**src/hdl/assert_macros.svh**
```systemverilog
// assertion macros shared by the imu frame parser modules
// no dependencies; included by files that carry concurrent checks
`ifndef ASSERT_MACROS_SVH
`define ASSERT_MACROS_SVH

// same-cycle implication, disabled while reset is asserted
`define CHK_SAME(lbl, clk, rst_n, ante, cons, msg) \
    lbl: assert property (@(posedge clk) disable iff (!rst_n) (ante) |-> (cons)) \
        else $error(msg);

// next-cycle implication, disabled while reset is asserted
`define CHK_NEXT(lbl, clk, rst_n, ante, cons, msg) \
    lbl: assert property (@(posedge clk) disable iff (!rst_n) (ante) |=> (cons)) \
        else $error(msg);

`endif

```
**src/hdl/imufp_pkg.sv**
```systemverilog
// shared types and constants of the imu register frame parser
// no dependencies; used by every module of the block
package imufp_pkg;

    localparam int FRAME_LEN = 29;
    localparam int CNT_W     = $clog2(FRAME_LEN);

    localparam logic [7:0] FUNC_CODE  = 8'h03;
    localparam logic [7:0] COUNT_CODE = 8'h18;
    localparam logic [7:0] ADDR_RESET = 8'h50;

    localparam int ACC_W  = 16;
    localparam int RATE_W = 27;
    localparam int ANG_W  = 24;

    localparam logic signed [RATE_W-1:0] RATE_SCALE  = 27'sd2000;
    localparam logic signed [ANG_W-1:0]  ANGLE_SCALE = 24'sd180;

    // word slots in the payload, counted after the three header bytes
    localparam int WORD_ACC  = 0;
    localparam int WORD_RATE = 3;
    localparam int WORD_ANG  = 9;

    // result data width packed into whole bytes
    localparam int RES_BITS  = 3 * (ACC_W + RATE_W + ANG_W);
    localparam int TDATA_W   = ((RES_BITS + 7) / 8) * 8;

    // byte 0 is the address byte of the frame
    typedef logic [FRAME_LEN-1:0][7:0] t_frame;

    typedef struct packed {
        logic                     frame_error;
        logic signed [ACC_W-1:0]  accel_x;
        logic signed [ACC_W-1:0]  accel_y;
        logic signed [ACC_W-1:0]  accel_z;
        logic signed [RATE_W-1:0] rate_x;
        logic signed [RATE_W-1:0] rate_y;
        logic signed [RATE_W-1:0] rate_z;
        logic signed [ANG_W-1:0]  angle_x;
        logic signed [ANG_W-1:0]  angle_y;
        logic signed [ANG_W-1:0]  angle_z;
    } t_result;

    // big-endian signed word idx of the payload
    function automatic logic signed [ACC_W-1:0] word_at(input t_frame frame, input int idx);
        word_at = {frame[3 + 2 * idx], frame[4 + 2 * idx]};
    endfunction

endpackage

```
**src/hdl/imufp_frame_buf.sv**
```systemverilog
// byte shift line holding one 29-byte frame, fill count and frame-ready flag
// depends on imufp_pkg and assert_macros.svh
`include "assert_macros.svh"

module imufp_frame_buf (
    input  logic                  i_clk,
    input  logic                  i_rst_n,
    input  logic                  i_byte_valid,
    output logic                  o_byte_ready,
    input  logic [7:0]            i_byte,
    input  logic                  i_slot_free,
    input  logic                  i_hdr_bad,
    output imufp_pkg::t_frame     o_frame,
    output logic                  o_eval
);

    localparam logic [imufp_pkg::CNT_W-1:0] LAST_CNT =
        imufp_pkg::CNT_W'(imufp_pkg::FRAME_LEN - 1);

    // r_sh[0] is the newest byte
    logic [imufp_pkg::FRAME_LEN-1:0][7:0] r_sh;
    logic [imufp_pkg::CNT_W-1:0]          r_count, n_count, w_base;
    logic                                 r_pend, n_pend;
    logic                                 w_accept;

    assign o_eval       = r_pend & i_slot_free;
    assign o_byte_ready = ~r_pend | i_slot_free;
    assign w_accept     = i_byte_valid & o_byte_ready;

    always_comb begin
        for (int k = 0; k < imufp_pkg::FRAME_LEN; k++) begin
            o_frame[k] = r_sh[imufp_pkg::FRAME_LEN-1-k];
        end
    end

    always_comb begin
        w_base = r_count;
        if (o_eval) begin
            // bad header keeps 28 bytes, the oldest falls off on the next shift
            w_base = i_hdr_bad ? LAST_CNT : '0;
        end
        n_count = w_base;
        n_pend  = r_pend & ~o_eval;
        if (w_accept) begin
            if (w_base == LAST_CNT) begin
                n_pend = 1'b1;
            end else begin
                n_count = w_base + 1'b1;
            end
        end
    end

    always_ff @(posedge i_clk) begin
        if (!i_rst_n) begin
            r_count <= '0;
            r_pend  <= 1'b0;
        end else begin
            r_count <= n_count;
            r_pend  <= n_pend;
        end
    end

    always_ff @(posedge i_clk) begin
        if (w_accept) begin
            r_sh <= {r_sh[imufp_pkg::FRAME_LEN-2:0], i_byte};
        end
    end

    `CHK_SAME(a_cnt_range, i_clk, i_rst_n, 1'b1, r_count <= LAST_CNT,
        "fill count beyond frame length")
    `CHK_SAME(a_pend_cnt, i_clk, i_rst_n, r_pend, r_count == LAST_CNT,
        "full frame flagged with short count")
    `CHK_NEXT(a_pend_hold, i_clk, i_rst_n, r_pend && !o_eval, $stable(r_sh) && r_pend,
        "pending frame changed before evaluation")

endmodule

```
**src/hdl/imufp_decode.sv**
```systemverilog
// header check and word scaling of one held frame
// depends on imufp_pkg
module imufp_decode (
    input  imufp_pkg::t_frame  i_frame,
    input  logic [7:0]         i_dev_addr,
    output imufp_pkg::t_result o_result
);

    logic w_bad;
    logic signed [imufp_pkg::ACC_W-1:0]  w_word [9];
    logic signed [imufp_pkg::RATE_W-1:0] w_rate_ext [3];
    logic signed [imufp_pkg::ANG_W-1:0]  w_ang_ext [3];
    logic signed [imufp_pkg::RATE_W-1:0] w_rate [3];
    logic signed [imufp_pkg::ANG_W-1:0]  w_ang [3];

    assign w_bad = (i_frame[0] != i_dev_addr) || (i_frame[1] != imufp_pkg::FUNC_CODE) ||
                   (i_frame[2] != imufp_pkg::COUNT_CODE);

    always_comb begin
        for (int i = 0; i < 3; i++) begin
            w_word[i]     = imufp_pkg::word_at(i_frame, imufp_pkg::WORD_ACC + i);
            w_word[3 + i] = imufp_pkg::word_at(i_frame, imufp_pkg::WORD_RATE + i);
            w_word[6 + i] = imufp_pkg::word_at(i_frame, imufp_pkg::WORD_ANG + i);
            w_rate_ext[i] = imufp_pkg::RATE_W'(w_word[3 + i]);
            w_ang_ext[i]  = imufp_pkg::ANG_W'(w_word[6 + i]);
            // products fit the field width exactly
            w_rate[i]     = w_rate_ext[i] * imufp_pkg::RATE_SCALE;
            w_ang[i]      = w_ang_ext[i] * imufp_pkg::ANGLE_SCALE;
        end
    end

    always_comb begin
        o_result = '0;
        o_result.frame_error = w_bad;
        if (!w_bad) begin
            o_result.accel_x = w_word[0];
            o_result.accel_y = w_word[1];
            o_result.accel_z = w_word[2];
            o_result.rate_x  = w_rate[0];
            o_result.rate_y  = w_rate[1];
            o_result.rate_z  = w_rate[2];
            o_result.angle_x = w_ang[0];
            o_result.angle_y = w_ang[1];
            o_result.angle_z = w_ang[2];
        end
    end

endmodule

```
**src/hdl/imu_register_frame_parser_unit.sv**
```systemverilog
// channel   dir  handshake                          payload
// s_axis    in   s_axis_tvalid / s_axis_tready      tdata: rx_byte
// m_axis    out  m_axis_tvalid / m_axis_tready      tdata: decoded words, tuser: frame_error
// cfg       in   i_cfg_valid / o_cfg_ready          i_cfg_data: device_address
//
// one byte per cycle unless input stalls; a frame's last byte is registered in the shift line first
// the frame check and the constant multiplies sit between the byte shift line and the
// result register; a full frame waits in the shift line only while the result register
// holds an untaken result, and then input stalls
// synchronous active-low reset clears the fill count and flags and sets the address to 0x50
// depends on imufp_pkg, imufp_frame_buf, imufp_decode and assert_macros.svh
`include "assert_macros.svh"

module imu_register_frame_parser_unit (
    input  logic                          i_clk,
    input  logic                          i_rst_n,
    input  logic                          s_axis_tvalid,
    output logic                          s_axis_tready,
    input  logic [7:0]                    s_axis_tdata,   // [7:0] rx_byte
    output logic                          m_axis_tvalid,
    input  logic                          m_axis_tready,
    // accel_x, accel_y, accel_z, rate_x, rate_y, rate_z, angle_x, angle_y, angle_z, zeros
    output logic [imufp_pkg::TDATA_W-1:0] m_axis_tdata,
    output logic                          m_axis_tuser,   // [0] frame_error
    input  logic                          i_cfg_valid,
    output logic                          o_cfg_ready,
    input  logic [7:0]                    i_cfg_data      // device_address
);

    logic [7:0]           r_dev_addr;
    logic                 r_valid;
    imufp_pkg::t_result   r_res;
    imufp_pkg::t_result   w_res;
    imufp_pkg::t_frame    w_frame;
    logic                 w_slot_free;
    logic                 w_eval;

    assign o_cfg_ready = 1'b1;
    assign w_slot_free = ~r_valid | m_axis_tready;

    imufp_frame_buf u_buf (
        .i_clk        (i_clk),
        .i_rst_n      (i_rst_n),
        .i_byte_valid (s_axis_tvalid),
        .o_byte_ready (s_axis_tready),
        .i_byte       (s_axis_tdata),
        .i_slot_free  (w_slot_free),
        .i_hdr_bad    (w_res.frame_error),
        .o_frame      (w_frame),
        .o_eval       (w_eval)
    );

    imufp_decode u_dec (
        .i_frame    (w_frame),
        .i_dev_addr (r_dev_addr),
        .o_result   (w_res)
    );

    always_ff @(posedge i_clk) begin
        if (!i_rst_n) begin
            r_dev_addr <= imufp_pkg::ADDR_RESET;
            r_valid    <= 1'b0;
        end else begin
            if (i_cfg_valid) begin
                r_dev_addr <= i_cfg_data;
            end
            if (w_eval) begin
                r_valid <= 1'b1;
            end else if (m_axis_tready) begin
                r_valid <= 1'b0;
            end
        end
    end

    always_ff @(posedge i_clk) begin
        if (w_eval) begin
            r_res <= w_res;
        end
    end

    assign m_axis_tvalid = r_valid;
    assign m_axis_tuser  = r_res.frame_error;
    assign m_axis_tdata  = {
        (imufp_pkg::TDATA_W - imufp_pkg::RES_BITS)'(0),
        r_res.angle_z, r_res.angle_y, r_res.angle_x,
        r_res.rate_z,  r_res.rate_y,  r_res.rate_x,
        r_res.accel_z, r_res.accel_y, r_res.accel_x
    };

    `CHK_NEXT(a_eval_shows, i_clk, i_rst_n, w_eval, m_axis_tvalid,
        "evaluated frame did not reach the result register")
    `CHK_SAME(a_err_zero, i_clk, i_rst_n, m_axis_tvalid && m_axis_tuser, m_axis_tdata == '0,
        "frame error result carries nonzero data")
    `CHK_SAME(a_eval_slot, i_clk, i_rst_n, w_eval, !m_axis_tvalid || m_axis_tready,
        "result register overwritten while a result waits")

endmodule
```
**config.mk**
```make
export PLATFORM = sky130hd
export DESIGN_NAME = imu_register_frame_parser_unit
export DESIGN_NICKNAME = d
export VERILOG_FILES = /design/src/hdl/imufp_pkg.sv /design/src/hdl/imufp_frame_buf.sv /design/src/hdl/imufp_decode.sv /design/src/hdl/imu_register_frame_parser_unit.sv
export VERILOG_INCLUDE_DIRS = /design/src /design/src/hdl
export SDC_FILE = /design/constraint.sdc
export NUM_CORES = 1
export LEC_CHECK = 0
export ABC_AREA = 0
export BUFFER_PORTS_ARGS = -buffer_cell sky130_fd_sc_hd__buf_2
export CAP_MARGIN = 10
export CORE_ASPECT_RATIO = 0.5
export CORE_MARGIN = 4
export CORE_UTILIZATION = 45
export DETAILED_ROUTE_END_ITERATION = 8
export MAX_ROUTING_LAYER = met4
export PLACE_DENSITY = 0.64
export SLEW_MARGIN = 15
export SYNTH_ARGS = -nofsm -noshare
export SYNTH_HDL_FRONTEND = slang
export SYNTH_SLANG_ARGS = --single-unit
```
**constraint.sdc**
```tcl
create_clock -name i_clk -period 9.05 [get_ports i_clk]
set_input_delay 2.2625 -clock i_clk [delete_from_list [all_inputs] [get_ports i_clk]]
set_output_delay 2.2625 -clock i_clk [all_outputs]
set_load 0.02 [all_outputs]
```
==> results.toml <==
[drt]
drt-vias-per-instance = 4.76
vias = 17300
first_pass_iters = 4
drcViolationCount = 0
drt-initial-drc-count = 761
wl_per_cell_um = 14.8
drtAntennaViolNets = 0
drt_wl_total_mm = 53.9

[pwr]
ir_worst_vdd_mv = 0.189
intPower_uw = 5050
p_total_uw = 8230
clkPwrFrac_pct = 23.2
netSwitchingFraction_pct = 38.6
power_density_mw_per_mm2 = 248
leakagePower_uw = 0.0159
power_frac_seq_pct = 28.1
combPwrFrac_pct = 48.7
p_switching_uw = 3180

[clocking]
clock-root-buffer = "clkbuf_16"
cts_resized = 0
cts_setup_buffers = 0
cts_buffers = 42
cts_tree = "done"
cts_sinks = 431
htreeDepth = 2
clock_path_buffers = 3
cts_hold_buf = 0
clk_pin_slew_ns = 0.06
clkLatencyLatePin_ns = 0.58

[logic_synthesis]
synth_cell_types = 63
syn_area_mm2 = 0.0297
synth_edf_count = 416
synthCells = 2492
synth-seq-cells = 431
ys_async_sr_fraction_pct = 0
synth_seq_area_share_pct = 43.1
ys_warn_count = 0
synth_ff_type = "edfxtp_1"
synth_area_per_cell_um2 = 11.9

[global_routing]
gr-usage-all-layers_pct = 16.4
gr-total-overflow = 0
grt_pass1_vias = 18400
grt_pass1_wl_mm = 91.6
antenna_found_initial = 0
grt_max_degree = 148

[cells_and_area]
final_area_mm2 = 0.0332
fin_nets = 3335
syn_to_final_growth_pct = 11.8
diodes = 0
drive_gt1_share_pct = 11.2

[place]
hpwl_mm = 40.9
gp_congestion = 0.826
dpl_cell_area_mm2 = 0.0317
port_buffers = 206

[setup_path]
cp-end-kind = "output pin"
worstPathArrival_ns = 2.81
crit_type = "in2out"
crit_path_start_kind = "input pin"
cp_data_required_time_ns = 6.79
critPathMaxFanout = 4

[floorplan]
die-area_mm2 = 0.0704
core_area_mm2 = 0.0652
initial_core_util_pct = 45.6
die_h_um = 190
rows = 66
io_pins = 233
die_w_um = 371

[timing]
tns_ns = 0
slew_headroom_pct = 37.1
min_period_ns = 5.08
fmax_mhz = 197
maxSlewViolCount = 0
rsz0062_at_grt = "no"
setup_violations = 0
hold_violations = 0
hold_slack_ns = 0.416
fin_crit_sh_pct = 56.1
finClkSkew_ns = 0.0167
tightest_slew_ns = 0.943

[run]
maxCapViolCount = 0

[worst_hold_path]
min_path_type = "reg2reg"

[status]
outcome = "finished, final reports clean"
## state kept, by name, summed over array words and instances, names as in the netlist
register	flops
u_buf.o_frame	232
m_axis_tdata	183
r_dev_addr	8
u_buf.r_count	5
m_axis_tuser	1
m_axis_tvalid	1
u_buf.r_pend	1
## cell usage after synthesis (all sizes together) (5+ instances only)
cell,number,area share [%]
inv,629,8.0
edfxtp,416,42
ha,341,14
fa,256,17
nor2,152,1.9
and2,87,1.8
a21oi,76,1.3
xnor2,66,1.9
xor2,60,1.8
nand2,52,0.66
o21ai,49,0.84
buf,37,0.87
a21o,29,0.73
nor3,26,0.46
nand3,20,0.34
o21a,18,0.46
clkbuf,17,0.21
nand2b,16,0.34
a211oi,15,0.45
dfxtp,15,1.0
o21bai,14,0.35
mux2i,11,0.37
a31oi,10,0.21
nand4,10,0.21
nor2b,9,0.20
and3,6,0.13
o211ai,5,0.13
o31ai,5,0.14
## layout by cell type, fill, tap and decap left out, drive strengths merged, types with 4 or more instances in the layout
cell type  instances
o31ai              5
a21o              29
a2111oi            4
nor2             152
dfxtp             15
nand2             52
or3                4
and4               4
a31oi             10
bufinv             8
mux2i             11
o21bai            14
clkinv            13
clkinvlp           7
ha               341
a211oi            15
o21ai             49
clkbuf            44
fa               256
and2              87
nand2b            16
nor3              26
xor2              60
conb              26
o21a              18
edfxtp           416
nand3             20
inv              635
xnor2             66
buf              211
and3               6
nor2b              9
a21oi             76
o211ai             5
nand4             10
## logic make-up (layout without fill, tap and decap cells)
group,after synthesis,count (layout),synth area share [%]
buffers and inverters,683,918,9.04
adders and majority gates,597,597,31.6
DFF,431,431,43.1
and+or+nand+nor,398,398,6.62
AOI/OAI and AO/OA,244,244,5.48
xor gates and xnor gates,126,126,3.72
muxes,11,11,0.371
other,2,26,0.0253
## final cells by class
class,instances,area (um2)
clock buffers,44,1060
clock inverters,34,449
fillers,5728,32000
inverters,629,2380
multi-input cells,1402,14300
flip-flops and latches,431,12800
well taps,884,1110
repair buffers,211,1080
## power groups by stage
stage / registers, uW / clock network (uW) / logic [uW]
after floorplan: 2340 / 0 / 3250
after global placement: 2360 / 0 / 3960
after detailed placement: 2360 / 0 / 4030
after CTS: 2320 / 1980 / 4060
after global routing: 2320 / 2070 / 4640
final: 2310 / 1910 / 4010
## worst max-delay path: stages
cell and delay (ns):
buf_2 0.09, nor2b_1 0.16, nand2_1 0.12, buf_2 0.18
## routing by layer
layer | track usage, % | part of all wire [%]
met2 | 29.6 | 52
met1 | 20.2 | 44
met3 | 2.26 | 2.9
met5 | - | 0
met4 | 2.53 | 1.2
## stage by stage
stage,std cells,utilization [%],setup slack (ns)
global placement,3557,48.6,3.98
finish,3635,50.9,3.97
floorplan,2516,-,1.03
detailed placement,3557,48.6,3.96
global route,3635,50.9,3.76
CTS,3635,50.9,3.97
## worst paths after layout
kind	from	endpoint	slack, ns	depth (start not counted)
worst max-delay path	m_axis_tready	s_axis_tready	3.97	4
worst min-delay path	u_buf.o_frame[131]$_DFFE_PP_	u_buf.o_frame[123]$_DFFE_PP_	0.42	0
worst max register to register	u_buf.o_frame[103]$_DFFE_PP_	m_axis_tdata[100]$_SDFFCE_PP0P_	4.03	17
worst min register to register	u_buf.o_frame[131]$_DFFE_PP_	u_buf.o_frame[123]$_DFFE_PP_	0.42	0
(Power assumes the default switching activity.)
